**src/design/keypad_four_function_calculator_unit_defines.svh**
```systemverilog
// ----------------------------------------------------------------------------
// Calculator assertion macros
// Concurrent assertion helpers used by the calculator RTL.
// ----------------------------------------------------------------------------
`ifndef KEYPAD_FOUR_FUNCTION_CALCULATOR_UNIT_DEFINES_SVH
`define KEYPAD_FOUR_FUNCTION_CALCULATOR_UNIT_DEFINES_SVH
`ifndef SYNTHESIS
`define KFC_ASSERT(label, clk, rst_n, prop, msg) \
  label: assert property (@(posedge clk) disable iff (!rst_n) prop) else $error(msg);
`define KFC_ASSERT_NEXT(label, clk, rst_n, ante, cons, msg) \
  label: assert property (@(posedge clk) disable iff (!rst_n) ante |=> cons) else $error(msg);
`else
`define KFC_ASSERT(label, clk, rst_n, prop, msg)
`define KFC_ASSERT_NEXT(label, clk, rst_n, ante, cons, msg)
`endif
`endif

```
**src/design/kfc_pkg.sv**
```systemverilog
// ----------------------------------------------------------------------------
// Calculator package
// Shared constants, key and segment tables, and the ALU control struct.
// ----------------------------------------------------------------------------
package kfc_pkg;

  localparam int DigitsDefault = 8;
  localparam int OpW = 27;
  localparam int ResW = 54;
  localparam logic [53:0] ResultMax = 54'd99999999;
  localparam logic [7:0] KeyLast = 8'h1C;
  localparam logic [4:0] SymNone = 5'h10;
  localparam logic [4:0] SymEquals = 5'h0E;
  localparam logic [4:0] SymClear = 5'h0F;

  localparam logic [1:0] OpAdd = 2'd0;
  localparam logic [1:0] OpSub = 2'd1;
  localparam logic [1:0] OpMul = 2'd2;
  localparam logic [1:0] OpDiv = 2'd3;

  localparam logic [1:0] PhFirst = 2'd0;
  localparam logic [1:0] PhSecond = 2'd1;
  localparam logic [1:0] PhResult = 2'd2;

  // Start word to the ALU and its completion status.
  typedef struct packed {
    logic        start;
    logic [1:0]  op;
  } alu_ctl_t;

  typedef struct packed {
    logic        done;
    logic        bad;
  } alu_sts_t;

  // Raw scan code to symbol.
  function automatic logic [4:0] key_sym(input logic [7:0] code);
    logic [4:0] s;
    case (code)
      8'd1: s = 5'hD;  8'd2: s = 5'hF;  8'd3: s = 5'h0;  8'd4: s = 5'hE;
      8'd9: s = 5'hC;  8'd10: s = 5'h9; 8'd11: s = 5'h8; 8'd12: s = 5'h7;
      8'd17: s = 5'hB; 8'd18: s = 5'h6; 8'd19: s = 5'h5; 8'd20: s = 5'h4;
      8'd25: s = 5'hA; 8'd26: s = 5'h3; 8'd27: s = 5'h2; 8'd28: s = 5'h1;
      default: s = SymNone;
    endcase
    return s;
  endfunction

  // Decimal digit to seven-segment byte.
  function automatic logic [7:0] seg_of(input logic [3:0] d);
    logic [7:0] s;
    case (d)
      4'd0: s = 8'hFC; 4'd1: s = 8'h0C; 4'd2: s = 8'hDA; 4'd3: s = 8'hF2;
      4'd4: s = 8'h66; 4'd5: s = 8'hB6; 4'd6: s = 8'hBE; 4'd7: s = 8'hE0;
      4'd8: s = 8'hFE; 4'd9: s = 8'hE6;
      default: s = 8'h00;
    endcase
    return s;
  endfunction

endpackage

```
**src/design/kfc_alu.sv**
```systemverilog
// ----------------------------------------------------------------------------
// Calculator shift-add ALU
// An adder runs add, subtract and shift-add multiply, and a separate trial
// subtractor runs restoring divide; multiply and divide go one bit per cycle; result checked against the range.
// ----------------------------------------------------------------------------
module kfc_alu (
  input  logic                        clk,
  input  logic                        rst_n,
  input  kfc_pkg::alu_ctl_t           ctl,
  input  logic [kfc_pkg::OpW-1:0]     a,
  input  logic [kfc_pkg::OpW-1:0]     b,
  output kfc_pkg::alu_sts_t           sts,
  output logic [kfc_pkg::ResW-1:0]    result
);

  localparam int W = kfc_pkg::OpW;
  localparam int RW = kfc_pkg::ResW;

  logic          busy_r, busy_nxt;
  logic [1:0]    op_r, op_nxt;
  logic [4:0]    cnt_r, cnt_nxt;
  logic [RW-1:0] acc_r, acc_nxt;     // product, sum or quotient
  logic [W:0]    rem_r, rem_nxt;     // divide remainder
  logic [RW-1:0] mcand_r, mcand_nxt; // shifted multiplicand
  logic [W-1:0]  mplier_r, mplier_nxt;
  logic          done_r, done_nxt;
  logic          bad_r, bad_nxt;
  logic [W:0]    trial;
  logic [RW:0]   sum;

  // Adder for add, subtract and multiply; trial subtractor for divide.
  always_comb begin
    trial = {rem_r[W-1:0], mplier_r[W-1]} - {1'b0, b};
    sum = {1'b0, acc_r} + {1'b0, mcand_r};
  end

  always_comb begin
    busy_nxt = busy_r;
    op_nxt = op_r;
    cnt_nxt = cnt_r;
    acc_nxt = acc_r;
    rem_nxt = rem_r;
    mcand_nxt = mcand_r;
    mplier_nxt = mplier_r;
    done_nxt = 1'b0;
    bad_nxt = bad_r;
    if (ctl.start) begin
      busy_nxt = 1'b1;
      op_nxt = ctl.op;
      cnt_nxt = 5'(W);
      acc_nxt = '0;
      rem_nxt = '0;
      mcand_nxt = RW'(a);
      mplier_nxt = (ctl.op == kfc_pkg::OpDiv) ? a : b;
      bad_nxt = 1'b0;
      if (ctl.op == kfc_pkg::OpSub) mcand_nxt = ~RW'(b) + RW'(1);
      if (ctl.op == kfc_pkg::OpAdd) mcand_nxt = RW'(b);
      if (ctl.op == kfc_pkg::OpAdd || ctl.op == kfc_pkg::OpSub) acc_nxt = RW'(a);
    end else if (busy_r) begin
      case (op_r)
        kfc_pkg::OpAdd: begin
          acc_nxt = sum[RW-1:0];
          cnt_nxt = '0;
        end
        kfc_pkg::OpSub: begin
          acc_nxt = sum[RW-1:0];
          bad_nxt = (a < b);
          cnt_nxt = '0;
        end
        kfc_pkg::OpMul: begin
          if (mplier_r[0]) acc_nxt = sum[RW-1:0];
          mcand_nxt = {mcand_r[RW-2:0], 1'b0};
          mplier_nxt = {1'b0, mplier_r[W-1:1]};
          cnt_nxt = cnt_r - 5'd1;
        end
        default: begin
          // Restoring divide, quotient bit per cycle.
          if (!trial[W]) begin
            rem_nxt = {1'b0, trial[W-1:0]};
            acc_nxt = {acc_r[RW-2:0], 1'b1};
          end else begin
            rem_nxt = {rem_r[W-1:0], mplier_r[W-1]};
            acc_nxt = {acc_r[RW-2:0], 1'b0};
          end
          mplier_nxt = {mplier_r[W-2:0], 1'b0};
          bad_nxt = (b == '0);
          cnt_nxt = cnt_r - 5'd1;
        end
      endcase
      if (cnt_nxt == '0) begin
        busy_nxt = 1'b0;
        done_nxt = 1'b1;
      end
    end
  end

  always_ff @(posedge clk) begin
    if (!rst_n) begin
      busy_r <= 1'b0;
      done_r <= 1'b0;
    end else begin
      busy_r <= busy_nxt;
      done_r <= done_nxt;
    end
    op_r <= op_nxt;
    cnt_r <= cnt_nxt;
    acc_r <= acc_nxt;
    rem_r <= rem_nxt;
    mcand_r <= mcand_nxt;
    mplier_r <= mplier_nxt;
    bad_r <= bad_nxt;
  end

  assign result = acc_r;
  assign sts.done = done_r;
  assign sts.bad = bad_r || (acc_r > kfc_pkg::ResultMax);

endmodule

```
**config.mk**
```make
export PLATFORM = sky130hd
export DESIGN_NAME = kfc_alu
export DESIGN_NICKNAME = d
export VERILOG_FILES = /design/src/design/keypad_four_function_calculator_unit_defines.svh /design/src/design/kfc_pkg.sv /design/src/design/kfc_alu.sv
export SDC_FILE = /design/constraint.sdc
export NUM_CORES = 1
export LEC_CHECK = 0
export BUFFER_PORTS_ARGS = -buffer_cell sky130_fd_sc_hd__buf_2
export CORE_MARGIN = 2
export CORE_UTILIZATION = 45
export DETAILED_ROUTE_END_ITERATION = 8
export PLACE_DENSITY = 0.65
export SLEW_MARGIN = 0
export SYNTH_ARGS = -nofsm -noshare
export SYNTH_HDL_FRONTEND = slang
export SYNTH_SLANG_ARGS = --single-unit
```
**constraint.sdc**
```tcl
create_clock -name clk -period 7.6 [get_ports clk]
set_clock_uncertainty 0.15 [all_clocks]
set_input_delay 0.38 -clock clk [delete_from_list [all_inputs] [get_ports clk]]
set_output_delay 0.38 -clock clk [all_outputs]
set_load 0.01 [all_outputs]
```
==> impl_metrics.csv <==
group,metric,value,unit
setup_path,cp-end-kind,"flip-flop",
detailed_routing,drc,0,
place,finalWeightedCongestion,0.961,
power_and_ir_drop,internal-power,2.18,mW
clock_tree,cts_tree,"built",
yosys,synth.ff_latch_count,172,
finish,register_area,4810,um^2
clock_tree,cts_root_buf,"sky130_fd_sc_hd__clkbuf_16",
detailed_routing,drt_pass1_iterations,7,
power_and_ir_drop,p_leak,6.69,nW
clock_tree,clock_path_buffers,2,
min_path,worst_hold_path.num_cells,3,
yosys,asyncSetResetFlopFracSynth,0,%
yosys,syn-instance-count,1699,
min_path,hold_crit_endpoint,"done_r$_SDFF_PP0_",
clock_tree,cts.sink_count,172,
global_route,grtUsageTotal,27.0,%
detailed_routing,vias_per_cell,6.06,
sta,rsz0062_at_grt,"no",
power_and_ir_drop,swShare,38.2,%
yosys,synthesis.area_per_instance,8.39,um^2
floorplan,io-pin-count,115,
finish,area_delta_synth_final,10.4,%
setup_path,timing.critical_path.cells,"ha_1 -> inv_1 -> fa_1 -> nor2b_1 -> o31a_1 -> o32ai_1 -> o22a_1 -> a21o_1 -> a311oi_1 -> o21bai_1 -> a2111oi_0 -> a311o_1",
setup_path,timing.critical_path.arrival,4.24,ns
detailed_routing,dr_total_vias,13200,
finish,final_cell_mix,"252 x sky130_fd_sc_hd__nand2_1, 178 x sky130_fd_sc_hd__o21ai_0, 137 x sky130_fd_sc_hd__edfxtp_1, 127 x sky130_fd_sc_hd__a21oi_1, 113 x sky130_fd_sc_hd__buf_2",
sta,finalCritPeriodShare,53.7,%
clock_tree,cts_htree_levels,4,
clock_tree,clkLatencyLatePin,0.45,ns
floorplan,fp.dieH,182,um
finish,layout.cells.most_common,"sky130_fd_sc_hd__nand2_1",
power_and_ir_drop,seq_power_share,36.9,%
place,buffer_ports.inserted,114,
power_and_ir_drop,p_clk_share,25.3,%
setup_path,worst_setup_path_start_kind,"flip-flop",
detailed_routing,antenna_left,0,
finish,fin_nets,1925,
setup_path,crit_path_max_incr_delay,0.58,ns
sta,post_route_worst_setup_slack,3.52,ns
clock_tree,cts.repair.resized,0,
yosys,ys_types,79,
place,dpl_worst_slack,3.22,ns
sta,period_needed,4.08,ns
floorplan,design.die.area,33100,um^2
floorplan,core-area,31400,um^2
global_route,grt_antenna_before_repair,14,
power_and_ir_drop,comb_power_share,37.8,%
finish,drive_gt1_share,11.9,%
yosys,syn_area,14200,um^2
sta,timing.final.setup_violations,0,
power_and_ir_drop,powerDensity,224,nW/um^2
yosys,yosys_warnings,0,
setup_path,critical_path.slowest_cell,"sky130_fd_sc_hd__a311oi_1",
detailed_routing,drt-total-wl,44.6,mm
power_and_ir_drop,peakVddDrop,0.153,mV
setup_path,crit_path_max_fanout,7,
floorplan,die_x,182,um
sta,actual_transition_at_the_worst_max_transition_pin,1.17,ns
setup_path,worst_ep_required_time,7.77,ns
yosys,synth_flop_cell,"sky130_fd_sc_hd__edfxtp_1",
yosys,synth_sequential_area_ratio,33.8,%
finish,multi_input_comb_area,8770,um^2
yosys,synth-edff-count,137,
sta,fin_setup_tns,0,ns
global_route,first_global_vias,12700,
setup_path,r2r_slack,3.52,ns
floorplan,initial_core_utilization,45.4,%
clock_tree,post-cts-setup-buffer-count,0,
global_route,globalRoute.totalOverflow,0,
power_and_ir_drop,switchingPower,1.35,mW
sta,maxSlewHeadroom,21.9,%
place,place_hpwl,33.3,mm
run,drv.max_cap_violation_count,0,
setup_path,timing.rr.start,"result[0]$_DFFE_PP_",
finish,final_util,50.1,%
floorplan,std_cell_rows,65,
detailed_routing,route.detailed.wl_per_inst,20.4,um
sta,fmax,0.245,GHz
detailed_routing,initialDrtViolationCount,1352,
clock_tree,numCtsBuffers,17,
status,run_status,"complete, no violations",
global_route,first_pass_grt_wire_length,70.3,mm
yosys,synth_fp_nets,1868,
clock_tree,holdBufCountCts,0,
min_path,hp-start,"rst_n",
setup_path,reg2regPathDepth,12,
power_and_ir_drop,total_power,3.53,mW
clock_tree,clkTransAtPathRegs,0.08,ns
min_path,worstHoldPathType,"in2reg",
setup_path,worst_reg2reg_endpoint,"result[42]$_SDFFCE_PP0P_",
sta,timing_hold_violations_final,0,
finish,num-fill-cells,3056,
global_route,grt_start_max_net_pins,96,
setup_path,crit_type,"reg2reg",
sta,final-max-slew-violation-count,0,
per-layer routing:
layer  global-route usage (%)  vias up  wire length (um)
met5                        0        -                 0
met1                     38.8     6239             20900
met2                     39.9      527             19100
met4                     10.9        0              1200
met3                     5.23       61              3370
li1                         -     6409                 -
state kept, by name, indices dropped and copies added, names as in the netlist:
| name | count |
|---|---|
| mcand_r | 54 |
| result | 54 |
| mplier_r | 27 |
| rem_r | 27 |
| cnt_r | 5 |
| op_r | 2 |
| bad_r | 1 |
| busy_r | 1 |
| done_r | 1 |
per-stage QoR:
step / instances / hold WS, ns / area, um^2
6_report: 2185 / 0.0355 / 15700
5_1_grt: 2185 / 0.0225 / 15700
4_1_cts: 2171 / 0.0248 / 15700
3_5_place_dp: 2139 / 0.358 / 15100
3_3_place_gp: 2139 / 0.334 / 15100
2_1_floorplan: 1699 / 0.300 / 14200
synth_stat cells, types with 15 or more instances:
| master | n | area share (%) |
|---|---|---|
| sky130_fd_sc_hd__nand3_1 | 44 | 1.5 |
| sky130_fd_sc_hd__nand4_1 | 27 | 1.2 |
| sky130_fd_sc_hd__ha_1 | 108 | 9.5 |
| sky130_fd_sc_hd__a21oi_1 | 127 | 4.5 |
| sky130_fd_sc_hd__nor3_1 | 22 | 0.77 |
| sky130_fd_sc_hd__mux2i_1 | 30 | 2.1 |
| sky130_fd_sc_hd__nor2_1 | 68 | 1.8 |
| sky130_fd_sc_hd__a21o_1 | 55 | 2.9 |
| sky130_fd_sc_hd__dfxtp_1 | 35 | 4.9 |
| sky130_fd_sc_hd__o21a_1 | 22 | 1.2 |
| sky130_fd_sc_hd__nand2_1 | 254 | 6.7 |
| sky130_fd_sc_hd__o21ai_0 | 179 | 6.3 |
| sky130_fd_sc_hd__xnor2_1 | 58 | 3.6 |
| sky130_fd_sc_hd__mux2_2 | 25 | 2.0 |
| sky130_fd_sc_hd__and3_1 | 45 | 2.0 |
| sky130_fd_sc_hd__clkbuf_1 | 77 | 2.0 |
| sky130_fd_sc_hd__xor2_1 | 18 | 1.1 |
| sky130_fd_sc_hd__or3_1 | 15 | 0.66 |
| sky130_fd_sc_hd__edfxtp_1 | 137 | 29 |
| sky130_fd_sc_hd__inv_1 | 94 | 2.5 |
| sky130_fd_sc_hd__a31oi_1 | 42 | 1.8 |
| sky130_fd_sc_hd__o31ai_1 | 17 | 0.90 |
layout make-up:
class	instances	area share, %
tap	402	3.20
sequential	172	30.6
clock buffer	20	3.07
inverter	95	2.27
clock inverter	12	0.629
antenna	14	0.223
timing repair buffer	126	4.22
multi-input combinational	1344	55.8
power groups by stage:
stage / clock network [mW] / logic, mW / registers [mW]
after floorplan: 0 / 0.939 / 1.30
after global placement: 0 / 1.29 / 1.32
after detailed placement: 0 / 1.31 / 1.32
after CTS: 0.902 / 1.32 / 1.30
after global routing: 0.933 / 1.49 / 1.32
final: 0.893 / 1.33 / 1.30
critical path, delay by kind of cell (launching register included):
family / cells / cell delay [ns]
AOI/OAI and AO/OA: 8 / 2.48
adders and majority gates: 2 / 0.60
DFF: 1 / 0.44
and+or+nand+nor: 1 / 0.22
buffers and inverters: 1 / 0.06
worst max-delay path by stage:
stage	start	to	slack (ns)	depth (start not counted)
6_report	result[0]$_DFFE_PP_	result[42]$_SDFFCE_PP0P_	3.52	12
5_1_grt	result[0]$_DFFE_PP_	result[42]$_SDFFCE_PP0P_	3.19	12
4_1_cts	mplier_r[26]$_DFFE_PP_	rem_r[25]$_SDFFE_PP0P_	3.55	11
3_5_place_dp	b[6]	rem_r[25]$_SDFFE_PP0P_	3.22	12
3_3_place_gp	b[6]	rem_r[22]$_SDFFE_PP0P_	3.39	12
2_1_floorplan	op_r[0]$_DFFE_PP_	mcand_r[0]$_SDFFCE_PN0P_	2.02	5
cell families after synthesis:
family | Yosys count | synth area share, %
AO/OA/AOI/OAI | 556 | 24.5
XOR/XNOR | 76 | 4.67
adder cells (fa/ha/maj) | 110 | 9.77
buffers and inverters | 183 | 4.94
flip-flops | 172 | 33.8
multiplexers | 55 | 4.08
AND/OR/NAND/NOR | 547 | 18.2
Note: power is estimated with default switching activity, not from simulation.
